$ cat config.mk
export PLATFORM = sky130hd
export DESIGN_NAME = thermostat_relay_controller
export DESIGN_NICKNAME = d
export VERILOG_FILES = /design/src/sv/trc_pkg.sv /design/src/sv/trc_core.sv /design/src/sv/trc_out_buf.sv /design/src/sv/thermostat_relay_controller.sv
export SDC_FILE = /design/constraint.sdc
export NUM_CORES = 1
export LEC_CHECK = 0
export ABC_AREA = 1
export BUFFER_PORTS_ARGS = -buffer_cell sky130_fd_sc_hd__buf_2
export CAP_MARGIN = 10
export CORE_MARGIN = 8
export CORE_UTILIZATION = 40
export DETAILED_ROUTE_END_ITERATION = 16
export GPL_ROUTABILITY_DRIVEN = 0
export PLACE_DENSITY_LB_ADDON = 0.08
export SLEW_MARGIN = 20
export SYNTH_ARGS = -nofsm -noshare
export SYNTH_HDL_FRONTEND = slang
export SYNTH_SLANG_ARGS = --single-unit
$ cat constraint.sdc
create_clock -name i_clk -period 4 [get_ports i_clk]
set_input_delay 0.6 -clock i_clk [delete_from_list [all_inputs] [get_ports i_clk]]
set_output_delay 0.6 -clock i_clk [all_outputs]
set_load 0.005 [all_outputs]
$ cat src/sv/trc_pkg.sv
// trc_pkg: shared types and constants for the thermostat relay controller
// no dependencies; used by trc_core, trc_out_buf and the top level
package trc_pkg;

    localparam int unsigned TEMP_W  = 13;
    localparam int unsigned COUNT_W = 16;
    localparam int unsigned PAUSE_W = 3;
    localparam int unsigned CFG_IDX_W = 2;
    localparam int unsigned CFG_DATA_W = 16;
    localparam int unsigned IN_TDATA_W = 16;
    localparam int unsigned OUT_TDATA_W = 24;

    localparam logic [COUNT_W-1:0] COUNT_MAX = '1;

    typedef enum logic [1:0] {
        MODE_STANDBY = 2'd0,
        MODE_HEATING = 2'd1,
        MODE_COOLING = 2'd2
    } t_mode;

    localparam logic [PAUSE_W-1:0] PAUSE_STANDBY = 3'd0;
    localparam logic [PAUSE_W-1:0] PAUSE_HEATER  = 3'd1;
    localparam logic [PAUSE_W-1:0] PAUSE_PUMP    = 3'd2;
    localparam logic [PAUSE_W-1:0] PAUSE_REREAD  = 3'd3;
    localparam logic [PAUSE_W-1:0] PAUSE_NONE    = 3'd4;

    localparam logic [CFG_IDX_W-1:0] CFG_LOWER_THRESHOLD = 2'd0;
    localparam logic [CFG_IDX_W-1:0] CFG_UPPER_THRESHOLD = 2'd1;
    localparam logic [CFG_IDX_W-1:0] CFG_PUMP_RUN_LIMIT  = 2'd2;
    localparam logic [CFG_IDX_W-1:0] CFG_QUIET_LIMIT     = 2'd3;

    typedef struct packed {
        logic [PAUSE_W-1:0]       pause_code;
        logic                     pump_on;
        logic                     heater_on;
        logic                     relay_changed;
        logic signed [TEMP_W-1:0] reported_value;
        logic                     publish_now;
    } t_result;

    typedef struct packed {
        logic signed [TEMP_W-1:0] lower_threshold;
        logic signed [TEMP_W-1:0] upper_threshold;
        logic [COUNT_W-1:0]       pump_run_limit;
        logic [COUNT_W-1:0]       quiet_limit;
    } t_cfg;

endpackage

$ cat src/sv/trc_core.sv
// trc_core: reading filter, history, counters and relay mode machine
// depends on trc_pkg; updates its state on every accepted reading
module trc_core (
    input  logic                              i_clk,
    input  logic                              i_rst_n,
    input  logic                              i_push,
    input  logic signed [trc_pkg::TEMP_W-1:0] i_reading,
    input  trc_pkg::t_cfg                     i_cfg,
    output trc_pkg::t_result                  o_result
);

    trc_pkg::t_mode                    r_mode, n_mode;
    logic                              r_started, n_started;
    logic signed [trc_pkg::TEMP_W-1:0] r_last, n_last;
    logic signed [trc_pkg::TEMP_W-1:0] r_prev, n_prev;
    logic signed [trc_pkg::TEMP_W-1:0] r_older, n_older;
    logic                              r_reread, n_reread;
    logic [trc_pkg::COUNT_W-1:0]       r_run, n_run;
    logic [trc_pkg::COUNT_W-1:0]       r_quiet, n_quiet;

    logic signed [trc_pkg::TEMP_W-1:0] prev1;
    logic signed [trc_pkg::TEMP_W-1:0] older1;
    logic [trc_pkg::COUNT_W-1:0]       quiet1;
    logic [trc_pkg::COUNT_W-1:0]       run_inc;
    logic signed [trc_pkg::TEMP_W:0]   diff;
    logic                              jump;
    trc_pkg::t_result                  res;

    always_comb begin
        prev1   = (r_last != r_prev) ? r_last : r_prev;
        older1  = (r_last != r_prev) ? r_prev : r_older;
        quiet1  = (r_quiet == trc_pkg::COUNT_MAX) ? r_quiet : r_quiet + 1'b1;
        run_inc = (r_run == trc_pkg::COUNT_MAX) ? r_run : r_run + 1'b1;
        diff    = {i_reading[trc_pkg::TEMP_W-1], i_reading} - {prev1[trc_pkg::TEMP_W-1], prev1};
        jump    = (diff > 14'sd1) || (diff < -14'sd1);

        n_mode    = r_mode;
        n_started = r_started;
        n_last    = r_last;
        n_prev    = r_prev;
        n_older   = r_older;
        n_reread  = r_reread;
        n_run     = r_run;
        n_quiet   = r_quiet;

        res.publish_now    = 1'b0;
        res.reported_value = i_reading;
        res.relay_changed  = 1'b0;
        res.pause_code     = trc_pkg::PAUSE_NONE;

        if (!r_started) begin
            n_started       = 1'b1;
            n_last          = i_reading;
            n_prev          = i_reading;
            res.publish_now = 1'b1;
        end else begin
            n_prev  = prev1;
            n_older = older1;
            n_quiet = quiet1;
            if (jump && !r_reread) begin
                // first sight of a jump: hold the old value and ask for a re-read
                n_reread           = 1'b1;
                n_last             = prev1;
                res.reported_value = prev1;
                res.pause_code     = trc_pkg::PAUSE_REREAD;
            end else begin
                if (jump) begin
                    n_reread = 1'b0;
                end
                res.publish_now = (i_reading != prev1) && (i_reading != older1);
                if (res.publish_now) begin
                    n_quiet = '0;
                end
                n_last = i_reading;
                unique case (r_mode)
                    trc_pkg::MODE_STANDBY: begin
                        n_run    = '0;
                        n_reread = 1'b0;
                        if (i_reading < i_cfg.lower_threshold) begin
                            n_mode            = trc_pkg::MODE_HEATING;
                            res.relay_changed = 1'b1;
                            res.pause_code    = trc_pkg::PAUSE_HEATER;
                        end else if (i_reading > i_cfg.upper_threshold) begin
                            n_mode            = trc_pkg::MODE_COOLING;
                            res.relay_changed = 1'b1;
                            res.pause_code    = trc_pkg::PAUSE_PUMP;
                        end else begin
                            if (n_quiet > i_cfg.quiet_limit) begin
                                res.publish_now = 1'b1;
                                n_quiet         = '0;
                            end
                            res.pause_code = trc_pkg::PAUSE_STANDBY;
                        end
                    end
                    trc_pkg::MODE_COOLING: begin
                        if ((i_reading < i_cfg.upper_threshold) ||
                            (r_run > i_cfg.pump_run_limit)) begin
                            n_mode            = trc_pkg::MODE_STANDBY;
                            res.relay_changed = 1'b1;
                            n_run             = '0;
                            res.pause_code    = trc_pkg::PAUSE_STANDBY;
                        end else begin
                            n_run          = run_inc;
                            res.pause_code = trc_pkg::PAUSE_PUMP;
                        end
                    end
                    trc_pkg::MODE_HEATING: begin
                        if (i_reading > i_cfg.lower_threshold) begin
                            n_mode            = trc_pkg::MODE_STANDBY;
                            res.relay_changed = 1'b1;
                            n_quiet           = '0;
                            res.pause_code    = trc_pkg::PAUSE_STANDBY;
                        end else begin
                            n_run          = run_inc;
                            res.pause_code = trc_pkg::PAUSE_HEATER;
                        end
                    end
                    default: begin
                        n_mode         = trc_pkg::MODE_STANDBY;
                        res.pause_code = trc_pkg::PAUSE_NONE;
                    end
                endcase
            end
        end

        res.heater_on = (n_mode == trc_pkg::MODE_HEATING);
        res.pump_on   = (n_mode == trc_pkg::MODE_COOLING);
    end

    assign o_result = res;

    always_ff @(posedge i_clk) begin
        if (!i_rst_n) begin
            r_mode    <= trc_pkg::MODE_STANDBY;
            r_started <= 1'b0;
            r_last    <= '0;
            r_prev    <= '0;
            r_older   <= '0;
            r_reread  <= 1'b0;
            r_run     <= '0;
            r_quiet   <= '0;
        end else if (i_push) begin
            r_mode    <= n_mode;
            r_started <= n_started;
            r_last    <= n_last;
            r_prev    <= n_prev;
            r_older   <= n_older;
            r_reread  <= n_reread;
            r_run     <= n_run;
            r_quiet   <= n_quiet;
        end
    end

endmodule

$ cat src/sv/trc_out_buf.sv
// trc_out_buf: result register with a skid stage
// depends on trc_pkg; holds up to two results while the receiver stalls
module trc_out_buf (
    input  logic             i_clk,
    input  logic             i_rst_n,
    input  logic             i_push,
    input  trc_pkg::t_result i_data,
    output logic             o_can_push,
    output logic             o_valid,
    input  logic             i_ready,
    output trc_pkg::t_result o_data
);

    logic             r_main_vld;
    logic             r_skid_vld;
    trc_pkg::t_result r_main;
    trc_pkg::t_result r_skid;
    logic             pop;

    assign pop        = r_main_vld && i_ready;
    assign o_can_push = !r_skid_vld;
    assign o_valid    = r_main_vld;
    assign o_data     = r_main;

    always_ff @(posedge i_clk) begin
        if (!i_rst_n) begin
            r_main_vld <= 1'b0;
            r_skid_vld <= 1'b0;
        end else if (pop || !r_main_vld) begin
            if (r_skid_vld) begin
                r_main_vld <= 1'b1;
                r_skid_vld <= i_push;
            end else begin
                r_main_vld <= i_push;
            end
        end else if (i_push) begin
            r_skid_vld <= 1'b1;
        end
    end

    always_ff @(posedge i_clk) begin
        if (pop || !r_main_vld) begin
            if (r_skid_vld) begin
                r_main <= r_skid;
                r_skid <= i_data;
            end else begin
                r_main <= i_data;
            end
        end else if (i_push) begin
            r_skid <= i_data;
        end
    end

endmodule

$ cat src/sv/thermostat_relay_controller.sv
// thermostat_relay_controller: top level, stream ports and config registers
// depends on trc_pkg, trc_core and trc_out_buf
//
// usage:
//   one temperature reading (signed quarter degrees) enters per transfer on
//   the s_axis side; exactly one result leaves per reading on m_axis.
//   the reading is evaluated in the cycle it is accepted and its result
//   is registered into the output register, or into the skid stage when
//   the output register holds a result that the receiver does not take;
//   one reading per cycle is taken while s_axis_tready is high. the skid
//   stage lets a new reading in while one result waits; s_axis_tready
//   drops whenever the skid stage holds a result.
//   config registers are written through i_cfg_wr_en / i_cfg_index /
//   i_cfg_wdata, one per cycle; write them only while the block is idle (not enforced by the block).
//   reset (synchronous, active low) empties the output stages, sets the
//   thresholds and limits to their defaults and clears history, counters
//   and mode (standby, relays off).
module thermostat_relay_controller (
    input  logic                                i_clk,
    input  logic                                i_rst_n,
    input  logic                                s_axis_tvalid,
    output logic                                s_axis_tready,
    // [12:0] reading, [15:13] zero
    input  logic [trc_pkg::IN_TDATA_W-1:0]      s_axis_tdata,
    output logic                                m_axis_tvalid,
    input  logic                                m_axis_tready,
    // [0] publish_now, [13:1] reported_value, [14] relay_changed,
    // [15] heater_on, [16] pump_on, [19:17] pause_code, [23:20] zero
    output logic [trc_pkg::OUT_TDATA_W-1:0]     m_axis_tdata,
    input  logic                                i_cfg_wr_en,
    input  logic [trc_pkg::CFG_IDX_W-1:0]       i_cfg_index,
    input  logic [trc_pkg::CFG_DATA_W-1:0]      i_cfg_wdata
);

    trc_pkg::t_cfg    r_cfg;
    trc_pkg::t_result core_result;
    trc_pkg::t_result buf_result;
    logic             can_push;
    logic             push;

    always_ff @(posedge i_clk) begin
        if (!i_rst_n) begin
            r_cfg.lower_threshold <= 13'sd256;
            r_cfg.upper_threshold <= 13'sd272;
            r_cfg.pump_run_limit  <= 16'd30;
            r_cfg.quiet_limit     <= 16'd15;
        end else if (i_cfg_wr_en) begin
            unique case (i_cfg_index)
                trc_pkg::CFG_LOWER_THRESHOLD:
                    r_cfg.lower_threshold <= i_cfg_wdata[trc_pkg::TEMP_W-1:0];
                trc_pkg::CFG_UPPER_THRESHOLD:
                    r_cfg.upper_threshold <= i_cfg_wdata[trc_pkg::TEMP_W-1:0];
                trc_pkg::CFG_PUMP_RUN_LIMIT:
                    r_cfg.pump_run_limit <= i_cfg_wdata;
                trc_pkg::CFG_QUIET_LIMIT:
                    r_cfg.quiet_limit <= i_cfg_wdata;
                default: begin
                end
            endcase
        end
    end

    assign s_axis_tready = can_push;
    assign push          = s_axis_tvalid && can_push;

    trc_core u_core (
        .i_clk     (i_clk),
        .i_rst_n   (i_rst_n),
        .i_push    (push),
        .i_reading (s_axis_tdata[trc_pkg::TEMP_W-1:0]),
        .i_cfg     (r_cfg),
        .o_result  (core_result)
    );

    trc_out_buf u_out_buf (
        .i_clk      (i_clk),
        .i_rst_n    (i_rst_n),
        .i_push     (push),
        .i_data     (core_result),
        .o_can_push (can_push),
        .o_valid    (m_axis_tvalid),
        .i_ready    (m_axis_tready),
        .o_data     (buf_result)
    );

    assign m_axis_tdata = {4'd0, buf_result};

endmodule
==> run metrics, run 1 <==
YS warnings 0; Clock transition at path regs 70 ps; Core Util, Final 46.2%; share of Yosys cell area claimed by the top area cell type 23.9%; Root Driver clkbuf_16; vias per std cell 4.89; pre-CTS setup slack 128 ps; CP peak stage delay 370 ps; CP max stage cell dfxtp_2; Final Critical Period 3580 ps; leakage 6.00 nW; most frequent cell on the critical path nand2_1; WL/cell 14.7 µm; critical path type reg2reg; Synth area leaders dfxtp_1, nand2_1, edfxtp_1, ha_1, inv_1; clk buf depth 2; clk_lat worst skew 440 ps; grt ovf 0; Die X 184 µm; Synth Flop Type dfxtp_1; final-report hold violation count 0; DRC viols 0; Nets 1830; total number of vias 10300; Slew HR 35.1%; number of flops mapped to enable cells by yosys 40; type of the worst min-delay path reg2reg; count leader, synth nand2_1; Post-Synthesis Cell Area 11300 µm²; First DRT Iteration DRCs 721; H-tree depth 4; Top Ports 65; pin count of the biggest net entering global routing 86; Die Area 33900 µm²; antenna-violating nets left 0; Max VDD drop 0.244 mV; Worst-Margin Slew 974 ps; PD cells 357 nW/µm²; Synth async-reset ratio 0%; total track usage 18.6%; initial antenna violation count 0; CTS buffer count 17; area grow syn2layout 13.4%; Starting Density 40.7%; MaxCap Viol Count 0; HPWL after DPL 23100 µm; Setup WS post-layout 421 ps; layout cells sized above 1 14.2%; fill count 2953; cells after synthesis 1641; crit share post-route 89.5%; CP Capture Type flop; drt total wl 31000 µm; Worst Setup Start Kind flop; Setup-failing EPs final 0; placed instance count 2070; CTS tree built; vias in the first global route 9673; maximum clock rate 279 MHz; sequential area share after synthesis 34.5%; status finished, final reports clean; # diodes 0; Post-Syn Area per Cell 6.89 µm²; Setup Skew 12.7 ps; core area 27800 µm²; arrival time worst endpoint 3850 ps; crit-path max FO 8; Die Y 184 µm; Yosys top cell by area dfxtp_1; most frequent cells after synthesis nand2_1, inv_1, dfxtp_1; post-synth cell types 48; DR pass1 iterations 5; Final Non-Filler Cells 2103; Rows 61; first-pass GRT wire length 50200 µm; fin. max-slew vios 0; total power 4.58 mW; CTS Sinks 175; FF+latch count, synth 175; port bufs 57; Required @ worst endpoint 4270 ps
-- what timing repair did --
action                     CTS  global route
hold buffers                 0             0
setup endpoints to repair    0            18
gates resized for setup      0            32
setup buffers                0             0
-- critical path: cells and delay by family (launching register included) --
family                   cells  cell delay (ps)
AND/OR/NAND/NOR             24             1990
flip-flops                   1              370
adder cells (fa/ha/maj)      1              180
AO/OA/AOI/OAI                5              450
buffers and inverters        4              410
-- registers in the layout, indices dropped and copies added, names as in the netlist --
register              cells
u_core.r_mode             2
u_out_buf.o_data         20
u_core.r_reread           1
u_core.r_last            13
u_core.r_run             16
u_out_buf.r_skid         20
u_core.r_started          1
u_out_buf.r_skid_vld      1
r_cfg                    58
u_core.r_prev            13
u_out_buf.o_valid         1
u_core.r_quiet           16
u_core.r_older           13
-- cell families after synthesis --
logic type,count (synthesis),synth area share (%)
other,1,0.0332
xor gates and xnor gates,19,1.47
buffers and inverters,301,10.9
and+or+nand+nor,780,30.3
muxes,1,0.0885
AOI/OAI and AO/OA,285,13.9
adders and majority gates,79,8.80
DFF,175,34.5
-- worst paths after layout --
kind,from,end,slack (ps),cells after the start
max,u_core.r_last[5],u_core.r_quiet[2],420,34
min,r_cfg[57],r_cfg[57],460,2
max reg2reg,u_core.r_last[5],u_core.r_quiet[2],420,34
min reg2reg,r_cfg[57],r_cfg[57],460,2
-- cell usage in the layout (no fill, tap or decap), drive strengths merged, types with 7 or more instances in the layout --
| cell | instances |
|---|---|
| inv | 245 |
| nor3 | 20 |
| nand4 | 22 |
| nand3 | 117 |
| nand3b | 7 |
| o21bai | 11 |
| xor2 | 16 |
| buf | 108 |
| o211ai | 15 |
| ha | 78 |
| a21oi | 144 |
| dfxtp | 135 |
| clkbuf | 20 |
| o21ai | 102 |
| edfxtp | 40 |
| nor2 | 136 |
| nand2 | 472 |
-- report_power, final --
part	switching (mW)	internal, mW
sequential	0.0542	1.92
clock	0.763	0.939
combinational	0.589	0.313
-- metal layers --
metal	global-route usage (%)	part of all wire, %	vias up
li1	-	-	5452
met2	29.3	43	179
met5	0	0	-
met1	25.6	51	4623
met3	3.94	4.5	25
met4	4.32	1.4	0
-- per-stage QoR --
stage / TNS, ps / hold WS (ps) / cell area (µm²)
6_report: 0 / 457 / 12800
5_1_grt: -56.3 / 469 / 12800
4_1_cts: 0 / 454 / 12700
3_5_place_dp: 0 / 451 / 12200
3_3_place_gp: 0 / 449 / 12200
2_1_floorplan: 0 / 433 / 11300
-- layout make-up --
cell class	instances	area [µm²]	area share (%)
Multi-Input combinational cell	1169	6250	48.7
Sequential cell	175	3920	30.5
Inverter	241	910	7.09
Timing Repair Buffer	108	693	5.40
Tap cell	378	473	3.69
Clock buffer	20	437	3.40
Clock inverter	12	149	1.16
(Power assumes the default switching activity.)
==> run 2, diff against run 1 <==
Settings changed: CELL_PAD_IN_SITES_DETAIL_PLACEMENT set to 1, CELL_PAD_IN_SITES_GLOBAL_PLACEMENT set to 1, TNS_END_PERCENT set to 50.
Clock period 4 ns to 4.4 ns, I/O delays scaled along.
==> run 2 against run 1 <==
Net effect: register-to-register slack better by 30 ps; utilization is 0.57 points lower; clock skew rose by 4.4 ps; combinational power decreased by 8.7%; largest power group unchanged.
==> run metrics, run 2 (synthesis results as in run 1) <==
status finished, final reports clean; type of the worst min-delay path reg2reg; DR pass1 iterations 4; critical path type reg2reg; final instance area 12700 µm²; WL/cell 16.3 µm; commonest cells after routing, fill and taps aside nand2_1, inv_1, dfxtp_1; cell class contributing the biggest share of worst-path delay simple AND/OR/NAND/NOR gates; vias per std cell 5.10; initial antenna violation count 0; largest register by flop count r_cfg; Die Y 184 µm; most frequent cell on the critical path nand2_1; Sequential Area 3910 µm²; Die Area 33900 µm²; Clock transition at path regs 60 ps; PD cells 329 nW/µm²; Required @ worst endpoint 4760 ps; Slew HR 36.1%; First DRT Iteration DRCs 488; Pint 2.87 mW; grt ovf 0; drt total wl 34000 µm; CP max stage cell dfxtp_1; number of flip-flops in the largest register 58; maximum clock rate 253 MHz; H-tree depth 4; crit share post-route 89.7%; Final Critical Period 3950 ps; antenna-violating nets left 0; Die X 184 µm; Placed Area 12000 µm²; fin. max-slew vios 0; total track usage 20.6%; layout cells sized above 1 12.2%; clk_lat worst skew 440 ps; final-report hold violation count 0; R2R cell count 30; Final Non-Filler Cells 2086; DRC viols 0; hold-critical path depth 2; commonest non-fill, non-tap cell in the layout nand2_1; sequential power share 43.0%; Clk network pwr share 37.2%; first-pass GRT wire length 55900 µm; placed instance count 2049; HPWL after DPL 25600 µm; Worst Setup Start Kind flop; r2r setup slk 450 ps; port bufs 57; # diodes 0; Root Driver clkbuf_16; Multi-input gate area 6200 µm²; reg2reg end u_core.r_quiet[2]; CP Capture Type flop; CTS buffer count 17; CTS Sinks 175; MaxCap Viol Count 0; CP bufs+invs 4; hold_sp r_cfg[57]; Rows 61; Top Ports 65; crit path launch u_core.r_last[8]; fill count 3646; Worst-Margin Slew 959 ps; core area 27800 µm²; pin count of the biggest net entering global routing 86; Endpoint, Worst Hold r_cfg[57]; Sw Ratio 31.2%; Setup-failing EPs final 0; CP peak stage delay 410 ps; clk buf depth 2; sw power 1.30 mW; leakage 5.93 nW; crit-path max FO 16; Setup Skew 17.1 ps; Reg-to-Reg Start u_core.r_last[8]; Starting Density 40.7%; Logic pwr share 19.8%; CTS tree built; total number of vias 10600; Max VDD drop 0.224 mV; Nets 1813; vias in the first global route 10800; arrival time worst endpoint 4310 ps; area grow syn2layout 12.0%
[run 2: changes by cell type in the layout (fill, tap and decap cells not counted), moves of 3 or more]
cell,delta
dfxtp_2,-10
o21ai_1,-3
dfxtp_1,+10
buf_4,-19
nor2_1,+4
nor2_2,-4
nand2_1,+3
[run 2: how the worst max path moves through the flow]
| stage | to | slack [ps] | depth (start not counted) |
|---|---|---|---|
| finish | u_core.r_quiet[2] | 450 | 30 |
| global placement | u_core.r_quiet[15] | 360 | 33 |
| global route | u_core.r_quiet[4] | -7 | 32 |
| CTS | u_core.r_quiet[1] | 170 | 33 |
| floorplan | u_core.r_quiet[5] | 1030 | 23 |
| detailed placement | u_core.r_quiet[1] | 180 | 33 |
[run 2: power by group through the flow]
stage                     Sequential [mW]  Combinational [mW]  Clock [mW]
after floorplan                      1.82               0.553           0
after global placement               1.82               0.794           0
after CTS                            1.79               0.822        1.59
final                                1.79               0.824        1.55
after global routing                 1.80               0.943        1.65
after detailed placement             1.83               0.814           0
[run 2: worst reg2reg max path, delay by kind of cell (launching register included)]
kind / cells / cell delay, ps
simple gates: 23 / 2330
buf+inv: 4 / 610
flops: 1 / 410
fa+ha+maj: 1 / 300
compound gates: 2 / 260
[run 2: cell type report]
class / instances / share of cell area, %
Inverter: 241 / 7.16
Clock buffer: 19 / 3.42
Sequential cell: 175 / 30.8
Timing Repair Buffer: 92 / 4.75
Multi-Input combinational cell: 1168 / 48.9
Tap cell: 378 / 3.73
Clock inverter: 13 / 1.18
[run 2: repair_timing]
action,in CTS,in global routing
hold buffers,0,0
endpoints found under the setup margin,0,18
setup buffers,0,5
gates resized for setup,0,6
[run 2: metrics by stage]
step	setup WS [ps]	setup TNS (ps)	util [%]	hold WS (ps)	total power, mW
finish	452	0	45.6	463	4.17
global placement	356	0	43.2	449	2.62
detailed placement	180	0	43.2	456	2.64
CTS	174	0	45.3	467	4.20
global route	-7.43	-7.43	45.6	485	4.39
floorplan	1030	0	-	433	2.37
[run 2: layer usage]
layer  up-vias  track usage (%)  part of all wire (%)
met5         -                0                     0
met4         0             4.87                   1.3
met3        34             3.60                   3.9
met2       123             33.9                    45
met1      5071             27.6                    49
li1       5415                -                     -
==> run 3, diff against run 2 <==
Settings changed: CAP_MARGIN 10 to not set, CORE_UTILIZATION 40 to 49.
==> run 3 against run 2 <==
Net effect: global-route usage is 3.8 points higher; cell count is 4.7% lower; power is 0.38% higher; highest routed layer unchanged; clock skew about the same; clock-buffer cell count decreased by 2; worst setup slack lost 120 ps; critical path type unchanged; sequential power about the same.
==> run metrics, run 3 (synthesis results as in run 1) <==
CP max stage cell dfxtp_2; DR pass1 iterations 5; crit share post-route 92.5%; WL/cell 17.5 µm; CTS Sinks 175; type of the worst min-delay path reg2reg; crit path launch u_core.r_last[8]; PD cells 334 nW/µm²; Nets 1809; MaxCap Viol Count 0; Final Critical Period 4070 ps; Placed Area 11800 µm²; # diodes 0; leakage 5.90 nW; Rows 55; arrival time worst endpoint 4430 ps; layout cells sized above 1 12.4%; Die X 168 µm; Reg-to-Reg Start u_core.r_last[8]; largest register by flop count r_cfg; port bufs 57; CP Capture Type flop; cts hold-fix bufs 0; CP peak stage delay 380 ps; vias per std cell 5.52; Final Non-Filler Cells 1989; grt ovf 0; Required @ worst endpoint 4760 ps; hold_sp r_cfg[49]; core area 22600 µm²; total number of vias 11000; Setup-failing EPs final 0; critical path type reg2reg; fill count 3023; HPWL after DPL 24700 µm; CTS buffer count 17; status finished, final reports clean; pin count of the biggest net entering global routing 86; placed instance count 1947; drt total wl 34800 µm; CTS tree built; first-pass GRT wire length 55900 µm; fin. max-slew vios 0; final-report hold violation count 0; final instance area 12500 µm²; DRC viols 0; most frequent cell on the critical path nand2_1; initial antenna violation count 0; M2 GR Usage 39.5%; Root Driver clkbuf_16; commonest cells after routing, fill and taps aside nand2_1, inv_1, a21oi_1; First DRT Iteration DRCs 625; Core Util, Final 55.3%; Worst Setup Start Kind flop; Setup Skew 17.1 ps; total power 4.18 mW; commonest non-fill, non-tap cell in the layout nand2_1; Die Area 28200 µm²; Clock transition at path regs 80 ps; clk_lat worst skew 440 ps; Top Ports 65; maximum clock rate 246 MHz; Max VDD drop 0.227 mV; vias in the first global route 10900; grt peak-use layer met2; antenna-violating nets left 0; number of flip-flops in the largest register 58; Global Route met1 Usage 32.8%; Die Y 168 µm; r2r setup slk 330 ps; Slew HR 33.9%; area grow syn2layout 10.7%; met3 Use GR 4.14%; crit-path max FO 10; Worst-Margin Slew 990 ps; clk buf depth 2; Starting Density 50.0%; total track usage 24.4%; H-tree depth 4
-- run 3: metal layers --
metal  share of wire (%)  vias up
li1                    -     5407
met1                  47     5280
met2                  45      236
met3                 5.4       48
met4                 1.9        0
met5                   0        -
-- run 3: worst max-delay path: cells and delay by family (launching register included) --
kind / cells / cell delay [ps]
AOI/OAI and AO/OA: 4 / 560
DFF: 1 / 380
adders and majority gates: 1 / 250
buffers and inverters: 3 / 450
and+or+nand+nor: 23 / 2290
-- run 3: path summary, 6_finish.rpt --
check / end / cells after the start
worst max-delay path: u_core.r_quiet[1] / 31
worst min-delay path: r_cfg[49] / 2
worst max register to register: u_core.r_quiet[1] / 31
worst min register to register: r_cfg[49] / 2
-- run 3: report_power, final --
group          switching (mW)  total [mW]  internal [mW]  leakage, nW
combinational           0.562       0.833          0.271         4.12
sequential             0.0520        1.79           1.74         1.50
clock                   0.749        1.56          0.808        0.284
-- run 3: timing repair --
item                       in CTS  in global routing
setup endpoints to repair       3                 18
setup buffers                   0                  9
pin swaps                       0                  4
cloned                          0                  1
gates resized for setup         1                 12
-- run 3: layout make-up --
type	count	area, µm²	area share (%)
well taps	285	357	2.85
inverters	241	911	7.27
repair buffers	87	539	4.31
clock inverters	15	165	1.32
multi-input cells	1169	6220	49.6
flip-flops and latches	175	3910	31.2
clock buffers	17	425	3.40
-- run 3: metrics by stage --
step | worst slack, ps | setup TNS (ps) | hold slack, ps
final | 328 | 0 | 464
after global routing | -26.7 | -102 | 484
after CTS | 12.8 | 0 | 463
after detailed placement | 59.6 | 0 | 451
after global placement | 270 | 0 | 447
after floorplan | 1030 | 0 | 433
